[src/hw/rtl/jpdt_pkg.sv]
// ----------------------------------------------------------------------------
// jpdt_pkg
// Shared types, constants and lookup functions of the joint pd torque block.
// ----------------------------------------------------------------------------
`default_nettype none

package jpdt_pkg;

	localparam int NUM_JOINTS_DEF = 16;
	// the joint field is 4 bits wide, so no more than 16 entries can be addressed
	localparam int JOINT_SPAN = 16;

	localparam logic [6:0] FRAME_COUNT_STOP = 7'd100;

	localparam logic [2:0] FLAG_PASSIVE = 3'd2;
	localparam logic [2:0] FLAG_ENABLE  = 3'd5;

	localparam logic signed [15:0] TORQUE_MIN_RST = 16'sh8000;
	localparam logic signed [15:0] TORQUE_MAX_RST = 16'sh7fff;
	localparam logic [15:0] SIGN_MASK_RST = 16'h0000;
	localparam logic [6:0] ENABLE_DELAY_RST = 7'd60;

	localparam logic signed [15:0] TORQUE_NEG_LIMIT = 16'sh8000;
	localparam logic signed [15:0] TORQUE_POS_LIMIT = 16'sh7fff;

	typedef enum logic [1:0] {
		CFG_TORQUE_MIN   = 2'd0,
		CFG_TORQUE_MAX   = 2'd1,
		CFG_SIGN_MASK    = 2'd2,
		CFG_ENABLE_DELAY = 2'd3
	} cfg_idx_t;

	typedef struct packed {
		logic               control_on;
		logic [3:0]         joint;
		logic signed [15:0] target_pos;
		logic signed [15:0] target_vel;
		logic [15:0]        gain_p;
		logic [15:0]        gain_d;
		logic signed [15:0] torque_ff;
		logic signed [15:0] meas_pos;
		logic signed [15:0] meas_vel;
		logic               frame_end;
	} sample_t;

	typedef struct packed {
		logic [3:0]         joint_out;
		logic [1:0]         board;
		logic [2:0]         slot;
		logic signed [15:0] torque_cmd;
		logic [2:0]         motor_flag;
		logic               clamped;
		logic               frame_last;
	} command_t;

	typedef struct packed {
		logic signed [15:0] torque_min;
		logic signed [15:0] torque_max;
		logic [15:0]        sign_mask;
		logic [6:0]         enable_delay;
	} cfg_t;

	// control law result
	typedef struct packed {
		logic signed [15:0] torque;
		logic               clamped;
	} law_res_t;

	// state update handed to the held torque store
	typedef struct packed {
		logic               we;
		logic [3:0]         joint;
		logic signed [15:0] torque;
		logic               frame_inc;
	} upd_t;

	function automatic logic [1:0] board_of(input logic [3:0] joint);
		logic [1:0] b;
		begin
			if (joint < 4'd6) begin
				b = 2'd0;
			end else if (joint < 4'd11) begin
				b = 2'd1;
			end else begin
				b = 2'd2;
			end
			return b;
		end
	endfunction

	function automatic logic [2:0] slot_of(input logic [3:0] joint);
		logic [2:0] s;
		begin
			case (joint)
				4'd0:  s = 3'd0;
				4'd1:  s = 3'd1;
				4'd2:  s = 3'd2;
				4'd3:  s = 3'd3;
				4'd4:  s = 3'd4;
				4'd5:  s = 3'd5;
				4'd6:  s = 3'd0;
				4'd7:  s = 3'd1;
				4'd8:  s = 3'd3;
				4'd9:  s = 3'd4;
				4'd10: s = 3'd5;
				4'd11: s = 3'd0;
				4'd12: s = 3'd1;
				4'd13: s = 3'd2;
				4'd14: s = 3'd3;
				4'd15: s = 3'd4;
				default: s = 3'd0;
			endcase
			return s;
		end
	endfunction

endpackage

`default_nettype wire

[src/hw/rtl/jpdt_law.sv]
// ----------------------------------------------------------------------------
// jpdt_law
// PD control law: two products, floor shift, sum, clamp and signed flip.
// ----------------------------------------------------------------------------
`default_nettype none

module jpdt_law
	import jpdt_pkg::*;
(
	input  var sample_t  samp,
	input  var cfg_t     cfg,
	output law_res_t     res
);

	logic signed [16:0] pos_err;
	logic signed [16:0] vel_err;
	logic signed [16:0] kp;
	logic signed [16:0] kd;
	logic signed [33:0] p_prod;
	logic signed [33:0] d_prod;
	logic signed [25:0] p_term;
	logic signed [25:0] d_term;
	logic signed [27:0] sum;
	logic signed [27:0] lo;
	logic signed [27:0] hi;
	logic signed [15:0] lim;
	logic               clip;

	assign pos_err = 17'(samp.target_pos) - 17'(samp.meas_pos);
	assign vel_err = 17'(samp.target_vel) - 17'(samp.meas_vel);
	assign kp      = $signed({1'b0, samp.gain_p});
	assign kd      = $signed({1'b0, samp.gain_d});

	assign p_prod = 34'(pos_err) * 34'(kp);
	assign d_prod = 34'(vel_err) * 34'(kd);

	// dropping the low byte of a two's complement value rounds toward minus infinity
	assign p_term = p_prod[33:8];
	assign d_term = d_prod[33:8];

	assign sum = 28'(p_term) + 28'(d_term) + 28'(samp.torque_ff);
	assign lo  = 28'(cfg.torque_min);
	assign hi  = 28'(cfg.torque_max);

	// lower limit wins when the limits are inverted
	always_comb begin
		clip = 1'b1;
		if (sum < lo) begin
			lim = cfg.torque_min;
		end else if (sum > hi) begin
			lim = cfg.torque_max;
		end else begin
			lim  = sum[15:0];
			clip = 1'b0;
		end
	end

	always_comb begin
		res.clamped = clip;
		if (cfg.sign_mask[samp.joint]) begin
			res.torque = (lim == TORQUE_NEG_LIMIT) ? TORQUE_POS_LIMIT : -lim;
		end else begin
			res.torque = lim;
		end
	end

endmodule

`default_nettype wire

[src/hw/rtl/jpdt_state.sv]
// ----------------------------------------------------------------------------
// jpdt_state
// Per-joint held torque and the saturating frame counter.
// ----------------------------------------------------------------------------
`default_nettype none

module jpdt_state
	import jpdt_pkg::*;
#(
	parameter int NUM_JOINTS = NUM_JOINTS_DEF
) (
	input  var logic              clk,
	input  var logic              arst_n,
	input  var logic [3:0]        rd_joint,
	input  var upd_t              upd,
	output logic signed [15:0]    held,
	output logic [6:0]            frame_count
);

	localparam int DEPTH = (NUM_JOINTS < JOINT_SPAN) ? NUM_JOINTS : JOINT_SPAN;
	localparam int IDX_W = (DEPTH > 1) ? $clog2(DEPTH) : 1;

	logic signed [15:0] held_q [DEPTH];
	logic [6:0]         frame_count_q;
	logic               rd_hit;
	logic               wr_hit;
	logic [IDX_W-1:0]   rd_idx;
	logic [IDX_W-1:0]   wr_idx;

	assign rd_hit = 32'(rd_joint) < NUM_JOINTS;
	assign wr_hit = 32'(upd.joint) < NUM_JOINTS;
	assign rd_idx = rd_joint[IDX_W-1:0];
	assign wr_idx = upd.joint[IDX_W-1:0];

	// joints without an entry read as zero
	assign held        = rd_hit ? held_q[rd_idx] : 16'sd0;
	assign frame_count = frame_count_q;

	always_ff @(posedge clk or negedge arst_n) begin
		if (!arst_n) begin
			for (int i = 0; i < DEPTH; i++) begin
				held_q[i] <= 16'sd0;
			end
		end else if (upd.we && wr_hit) begin
			held_q[wr_idx] <= upd.torque;
		end
	end

	always_ff @(posedge clk or negedge arst_n) begin
		if (!arst_n) begin
			frame_count_q <= 7'd0;
		end else if (upd.frame_inc && (frame_count_q < FRAME_COUNT_STOP)) begin
			frame_count_q <= frame_count_q + 7'd1;
		end
	end

endmodule

`default_nettype wire

[src/hw/rtl/joint_pd_torque_command.sv]
// ----------------------------------------------------------------------------
// joint_pd_torque_command
// Joint PD torque controller with clamp, per-joint sign and enable sequencing.
// ----------------------------------------------------------------------------
// One joint sample enters per clock and its command leaves by this path:
// the sample is captured in an input register, the PD law, clamp, sign flip and
// flag are worked out in one pass, and the command sits in an output register
// until taken. Throughput is one request per cycle, set by the combinational
// multiply, add and clamp path between those two registers; a stall on the
// command side holds both stages. Control-on samples update the held torque,
// and with frame_end the frame count, as they leave the input register, so the
// next sample sees them. Configuration writes take effect on the next clock.
`default_nettype none

module joint_pd_torque_command
	import jpdt_pkg::*;
#(
	parameter int NUM_JOINTS = NUM_JOINTS_DEF
) (
	input  var logic        clk,
	input  var logic        arst_n,
	input  var logic        cfg_we,
	input  var logic [1:0]  cfg_index,
	input  var logic [15:0] cfg_data,
	input  var logic        samp_valid,
	output logic            samp_ready,
	input  var sample_t     samp,
	output logic            cmd_valid,
	input  var logic        cmd_ready,
	output command_t        cmd
);

	cfg_t               cfg_q;
	sample_t            samp_s1;
	logic               valid_s1;
	logic               adv_s1;
	command_t           cmd_q;
	logic               cmd_valid_q;
	law_res_t           law;
	upd_t               upd;
	logic signed [15:0] held;
	logic [6:0]         frame_count;
	command_t           cmd_next;

	always_ff @(posedge clk or negedge arst_n) begin
		if (!arst_n) begin
			cfg_q.torque_min   <= TORQUE_MIN_RST;
			cfg_q.torque_max   <= TORQUE_MAX_RST;
			cfg_q.sign_mask    <= SIGN_MASK_RST;
			cfg_q.enable_delay <= ENABLE_DELAY_RST;
		end else if (cfg_we) begin
			case (cfg_idx_t'(cfg_index))
				CFG_TORQUE_MIN:   cfg_q.torque_min   <= cfg_data;
				CFG_TORQUE_MAX:   cfg_q.torque_max   <= cfg_data;
				CFG_SIGN_MASK:    cfg_q.sign_mask    <= cfg_data;
				CFG_ENABLE_DELAY: cfg_q.enable_delay <= cfg_data[6:0];
				default: ;
			endcase
		end
	end

	assign adv_s1     = valid_s1 && (!cmd_valid_q || cmd_ready);
	assign samp_ready = !valid_s1 || adv_s1;

	always_ff @(posedge clk or negedge arst_n) begin
		if (!arst_n) begin
			valid_s1 <= 1'b0;
		end else if (samp_ready) begin
			valid_s1 <= samp_valid;
		end
	end

	always_ff @(posedge clk) begin
		if (samp_valid && samp_ready) begin
			samp_s1 <= samp;
		end
	end

	jpdt_law u_law (
		.samp (samp_s1),
		.cfg  (cfg_q),
		.res  (law)
	);

	assign upd.we        = adv_s1 && samp_s1.control_on;
	assign upd.joint     = samp_s1.joint;
	assign upd.torque    = law.torque;
	assign upd.frame_inc = adv_s1 && samp_s1.control_on && samp_s1.frame_end;

	jpdt_state #(
		.NUM_JOINTS (NUM_JOINTS)
	) u_state (
		.clk         (clk),
		.arst_n      (arst_n),
		.rd_joint    (samp_s1.joint),
		.upd         (upd),
		.held        (held),
		.frame_count (frame_count)
	);

	always_comb begin
		cmd_next.joint_out  = samp_s1.joint;
		cmd_next.board      = board_of(samp_s1.joint);
		cmd_next.slot       = slot_of(samp_s1.joint);
		cmd_next.frame_last = samp_s1.frame_end;
		if (samp_s1.control_on) begin
			cmd_next.torque_cmd = law.torque;
			cmd_next.clamped    = law.clamped;
			cmd_next.motor_flag = (frame_count < cfg_q.enable_delay) ? FLAG_PASSIVE
				: FLAG_ENABLE;
		end else begin
			cmd_next.torque_cmd = held;
			cmd_next.clamped    = 1'b0;
			cmd_next.motor_flag = FLAG_PASSIVE;
		end
	end

	always_ff @(posedge clk or negedge arst_n) begin
		if (!arst_n) begin
			cmd_valid_q <= 1'b0;
		end else if (adv_s1) begin
			cmd_valid_q <= 1'b1;
		end else if (cmd_ready) begin
			cmd_valid_q <= 1'b0;
		end
	end

	always_ff @(posedge clk) begin
		if (adv_s1) begin
			cmd_q <= cmd_next;
		end
	end

	assign cmd_valid = cmd_valid_q;
	assign cmd       = cmd_q;

endmodule

`default_nettype wire

[config.mk]
export PLATFORM = sky130hd
export DESIGN_NAME = joint_pd_torque_command
export DESIGN_NICKNAME = d
export VERILOG_FILES = /design/src/hw/rtl/jpdt_pkg.sv /design/src/hw/rtl/jpdt_law.sv /design/src/hw/rtl/jpdt_state.sv /design/src/hw/rtl/joint_pd_torque_command.sv
export SDC_FILE = /design/constraint.sdc
export NUM_CORES = 2
export LEC_CHECK = 0
export BUFFER_PORTS_ARGS = -buffer_cell sky130_fd_sc_hd__buf_4
export CAP_MARGIN = 5
export CORE_ASPECT_RATIO = 0.6
export CORE_MARGIN = 10
export CORE_UTILIZATION = 45
export CTS_CLUSTER_SIZE = 24
export DETAILED_ROUTE_END_ITERATION = 10
export PLACE_DENSITY = 0.63
export SETUP_SLACK_MARGIN = 0.1
export SKIP_CTS_REPAIR_TIMING = 1
export SYNTH_ARGS = -nofsm -noshare
export SYNTH_HDL_FRONTEND = slang
export SYNTH_HIERARCHICAL = 1
export SYNTH_SLANG_ARGS = --single-unit
[constraint.sdc]
create_clock -name clk -period 18.7 [get_ports clk]
set_input_delay 0.935 -clock clk [delete_from_list [all_inputs] [get_ports clk]]
set_output_delay 0.935 -clock clk [all_outputs]
set_load 0.1 [all_outputs]
# Word level (Yosys, flattened, before mapping)
# Memories as Yosys holds them, arrays and structs flattened. A register that Yosys moved wholly into a read port is not among the register bits.
# Cells that the tools add are included.
[op_classes] reduce_logical=16 eq_ne=4 n_mux=19 mul=2 magnitude_cmp=9 add_sub_neg=6 bitwise_logic=1
[op_table] operator="$bwmux 256" count=1
[op_table] operator="$mux 16" count=7
[op_table] operator="$mul 17x17->34" count=2
[op_table] operator="$bmux 16 s4" count=1
[op_table] operator="$demux 16 s4" count=1
[op_table] operator="$sub 16x16->17" count=2
[op_table] operator="$add 27x16->28" count=1
[op_table] operator="$gt 28x16->1" count=1
[op_table] operator="$lt 28x16->1" count=1
[op_table] operator="$add 26x26->27" count=1
[op_table] operator="$mux 20" count=1
[op_table] operator="$eq 16x16->1 const B" count=1
[op_table] operator="$neg 16->16" count=1
[op_table] operator="$reduce_and 2->1" count=4
[op_table] operator="$add 7x1->7 const B" count=1
[op_table] operator="$lt 7x7->1" count=1
[op_table] operator="$lt 7x7->1 const B" count=1
[op_table] operator="$logic_and 1x1->1" count=6
[op_table] operator="$ge 5x5->1 const B" count=1
[op_table] operator="$lt 4x5->1 const B" count=1
[op_table] operator="$lt 5x1->1 const B" count=1
[op_table] operator="$mux 1" count=5
[op_table] operator="$not 4->5" count=1
[op_table] operator="$bmux 1 s4" count=1
[op_table] operator="10 further kinds" count=13
[word_totals] wordCells=97 register_bits=465 output_inout_bits=32 input_bits=141 mem_count=1 romBits=48
[memory_table] name="(no name shown)" words=16 width=3 rd=1 rd_clocked_by_memory_dff=1 wr=0 line="jpdt_pkg.sv:94" source="case (joint)"

# Longest topological paths before layout
[depth] depth_word=11 ltp_mapped=67 mapped_depth_nobuf=62

# By module
# Netlist, hierarchy kept.
[by_module_without_submodules] mod="jpdt_law" cells_per_inst=3426 seq_area_each_um2=0.0 area_each_um2=28350.9 instances=1
[by_module_without_submodules] mod="jpdt_state" cells_per_inst=736 seq_area_each_um2=6581.3 area_each_um2=11760.0 instances=1
[by_module_without_submodules] mod="joint_pd_torque_command" cells_per_inst=334 seq_area_each_um2=5865.6 area_each_um2=7085.5 instances=1

# Worst setup path before layout
# Ideal clock, no wire load.
[synth_path] kind="register to register" from="reg samp_s1[17] (netlist name)" to="reg u_state/held_q[141] (netlist name)" t_arrival_ns=14.331 setup_slack_ns=4.304 required_time_ns=18.635 period_less_slack_ns=14.396 path_buffers=4 setup_ns=0.065 path_stages_with_launch=62 path_cell_list="edfxtp_1 > ha_1 > fa_1 > nor2b_1 > o21ai_0 > a21boi_0 > o21ai_0 > a21boi_0 > o21ai_0 > a21o_1 > a21oi_1 > xnor2_1 > clkbuf_1 > and2_1 > fa_1 > inv_1 > fa_1 > fa_1 > (+26 left out) > ha_1 > nand4_4 > or4_4 > or4_4 > buf_6 > o211a_4 > buf_2 > nand2_1 > a21oi_1 > a21oi_1 > ha_1 > nand3_1 > o32ai_2 > and2_1 > a31oi_1 > mux2i_1 > clkbuf_1 > mux2_2"
[synth_rtl] item="from (decl)" line="joint_pd_torque_command.sv:34" source="sample_t samp_s1;"
[synth_rtl] item="from (signal assigned)" line="joint_pd_torque_command.sv:75" source="samp_s1 <= samp;"
[synth_rtl] item="to (signal, indexed assignment)" line="jpdt_state.sv:45" source="held_q[wr_idx] <= upd.torque;"
[synth_rtl] item="to (decl)" line="jpdt_state.sv:23" source="logic signed [15:0] held_q [DEPTH];"

==> impl_metrics.ini <==
[synthesis]
synthDominantCellAreaShare_pct = 24.5
ys_top_cells_by_area = sky130_fd_sc_hd__fa_1 24%, sky130_fd_sc_hd__dfrtp_1 16%, sky130_fd_sc_hd__edfxtp_1 9.4%, sky130_fd_sc_hd__ha_1 7.8%, sky130_fd_sc_hd__mux2_2 7.2%
synth_area_mm2 = 0.0472
synth.distinct_cells = 92
synthArstFlopShare_pct = 68.5
synth-edff-count = 147
postSynthRegisterBits = 467
synth.avg_cell_area_um2 = 10.5
synth_nets = 5507
synth_seq_area_share_pct = 26.4
yosysWarningCount = 6
synth_top_cell_by_area = sky130_fd_sc_hd__fa_1
ys_dominant_reg_cell = sky130_fd_sc_hd__dfrtp_1
synthesis.instances = 4496

[worst_setup_path]
crit_cells = 58
critPathMaxStageDelay_ns = 0.74
crit_buf_inv = 5
worst_path_dominant_cell_family = compound AO/OA/AOI/OAI gates
critical_path_source_type = flop
crit_slowest_cell = sky130_fd_sc_hd__o211ai_1
critical_path.max_fanout = 17
worst-setup-path-type = reg -> reg
critical_path.endpoint_type = flop
critical_path_required_ns = 19.22
worstPathArrival_ns = 17.66
path_common_cell = sky130_fd_sc_hd__fa_1
timing.reg2reg.worst_path_depth = 58

[detailed_routing]
route.detailed.vias_per_inst = 5.43
postRouteAntennaNets = 0
totalWireLength_mm = 122
drt_first_iter_violations = 2692
drt-pass1-iter-count = 5
wire_per_inst_um = 20.3
detailroute.via_count = 32600
drt_drc_violations_left = 0

[global_routing]
first_pass_grt_wire_length_mm = 198
pin_count_of_the_biggest_net_entering_global_routing = 108
antenna_found_initial = 4
globalRouteOverflowTotal = 0
grt.total_usage_pct = 20.9
first_global_vias = 34000

[placement]
io_buffers = 172
gpl.final_weighted_congestion = 0.895
dpl.cell_count = 5921
placement.cell_area_mm2 = 0.0500
dp.final_hpwl_mm = 93.3

[sta]
grt_setup_unrepaired = false
final_hold_viol_count = 0
fin_crit_sh_pct = 91.7
finalWorstPathRequiredPeriod_ns = 17.14
finalSetupTns_ns = 0
finalClockSkew_ns = 0.0382
final-setup-viol-count = 0
max_clock_freq_mhz = 58.3
timing_worst_slew_pin_value_ns = 1.32
final-max-slew-violation-count = 0
timing.slew.headroom_pct = 11.5

[layout]
finish.instance_area_mm2 = 0.0516
finish.net_count = 5588
area_delta_synth_final_pct = 9.40
layout-drive-gt1-share_pct = 16.8
finish.utilization_pct = 49.9
fin_cells = 6013

[floorplan]
num_io_pins = 173
fp.dieArea_mm2 = 0.119
floorplan.core_area_mm2 = 0.103
die-width_um = 438
floorplan.die.height_um = 271
num_rows = 91
start_util_pct = 45.7

[clock_tree]
cts_root_buf = sky130_fd_sc_hd__clkbuf_16
cts_num_sinks = 467
clock_slew_at_reported_path_ffs_ns = 0.06
cts.htree.levels = 2
cts_max_path_buffers = 3
worstSkewPairLatency_ns = 0.66
cts_tree = built
cts_inserted_buffers = 49

[run]
drv_cap = 0

[run_status]
run_status = finished clean

[hold_path]
worst_hold_path_type = in -> async
final timing paths:
check | from | to | slack [ns]
min reg2reg | cmd_next[0]$_DFFE_PP_ | cmd[0]$_DFFE_PP_ | 0.47
min | arst_n | u_state/held_q[232]$_DFFE_PN0P_ | 0.35
min in group clk | samp[115] | cmd_next[28]$_DFFE_PP_ | 0.45
max | samp_s1[17]$_DFFE_PP_ | cmd[6]$_DFFE_PP_ | 1.56
max in group asynchronous | arst_n | u_state/frame_count[3]$_DFFE_PN0P_ | 15.15
max reg2reg | samp_s1[17]$_DFFE_PP_ | cmd[6]$_DFFE_PP_ | 1.56
synthesized netlist by cell type (all sizes together) (10+ instances only):
cell type / number
o211ai: 34
mux2i: 14
or3: 13
nand2b: 38
inv: 799
and2: 208
nand4b: 10
nand3b: 24
nand4: 12
dfstp: 20
ha: 293
a22oi: 36
mux4: 68
o21a: 20
clkbuf: 181
nor3b: 21
a21o: 31
fa: 577
and3: 26
o311a: 19
nand3: 104
nand2: 394
a21oi: 84
a31oi: 29
mux2: 335
o21ai: 64
nor2: 136
or2: 11
a21boi: 12
nor3: 46
dfrtp: 300
buf: 47
xor2: 35
a211oi: 28
nor2b: 86
edfxtp: 147
o311ai: 19
xnor2: 71
cell usage in the layout, fill, tap and decap left out, drive strengths merged, types with 24 or more instances in the layout:
master,count
nor3,46
inv,801
a22oi,36
a211oi,28
nand3b,24
a21o,31
mux4,68
nor2,136
nor2b,86
and2,208
nand3,104
ha,293
mux2,335
xor2,35
and3,26
o211ai,34
buf,258
a21oi,84
o21ai,64
a31oi,29
nand2,394
nand2b,38
clkbuf,69
fa,577
dfrtp,300
xnor2,71
edfxtp,147
final cells by class:
cell class	instances	area [µm²]
antenna	1	2.50
clock buffer	69	1380
clock inverter	22	255
fill	9444	51800
inverter	799	3000
multi-input combinational	3002	30900
sequential	467	12400
tap	1395	1750
timing repair buffer	258	1940
logic make-up after synthesis:
kind of cell,synth area share (%)
adder cells (fa/ha/maj),32.3
buffers and inverters,8.39
flip-flops,26.4
AND/OR/NAND/NOR,12.6
AO/OA/AOI/OAI,6.85
multiplexers,11.5
XOR/XNOR,1.97
through the flow:
stage               worst slack (ns)  hold WS (ns)
floorplan                       4.30         0.417
global placement                1.83         0.430
detailed placement              1.41         0.459
CTS                             1.35         0.373
global route                   0.219         0.422
finish                          1.56         0.349
routing by layer:
metal / global-route usage [%] / vias to the layer above / routed length, µm
met3: 5.62 / 147 / 10900
met2: 28.9 / 1072 / 48700
met1: 32.5 / 16600 / 60000
met4: 4.00 / 6 / 2280
li1: - / 14800 / -
met5: 0 / - / 42
state kept, by name, summed over array words and instances (netlist names):
signal               count
cmd                     29
u_state/frame_count      7
cmd_next                 5
cmd_valid                1
samp_s1                113
valid_s1                 1
u_state/held_q         256
cfg_q                   55
worst reg2reg max path: cells and delay by family, from the launching register on:
kind / cells / cell delay, ns
compound gates: 24 / 6.84
xor+xnor: 1 / 0.65
fa+ha+maj: 13 / 5.18
buf+inv: 5 / 0.31
flops: 1 / 0.36
mux: 1 / 0.32
simple gates: 14 / 3.35
Power is not shown: default switching activity piles up to over one toggle a cycle in this logic, so the estimate is an artifact.
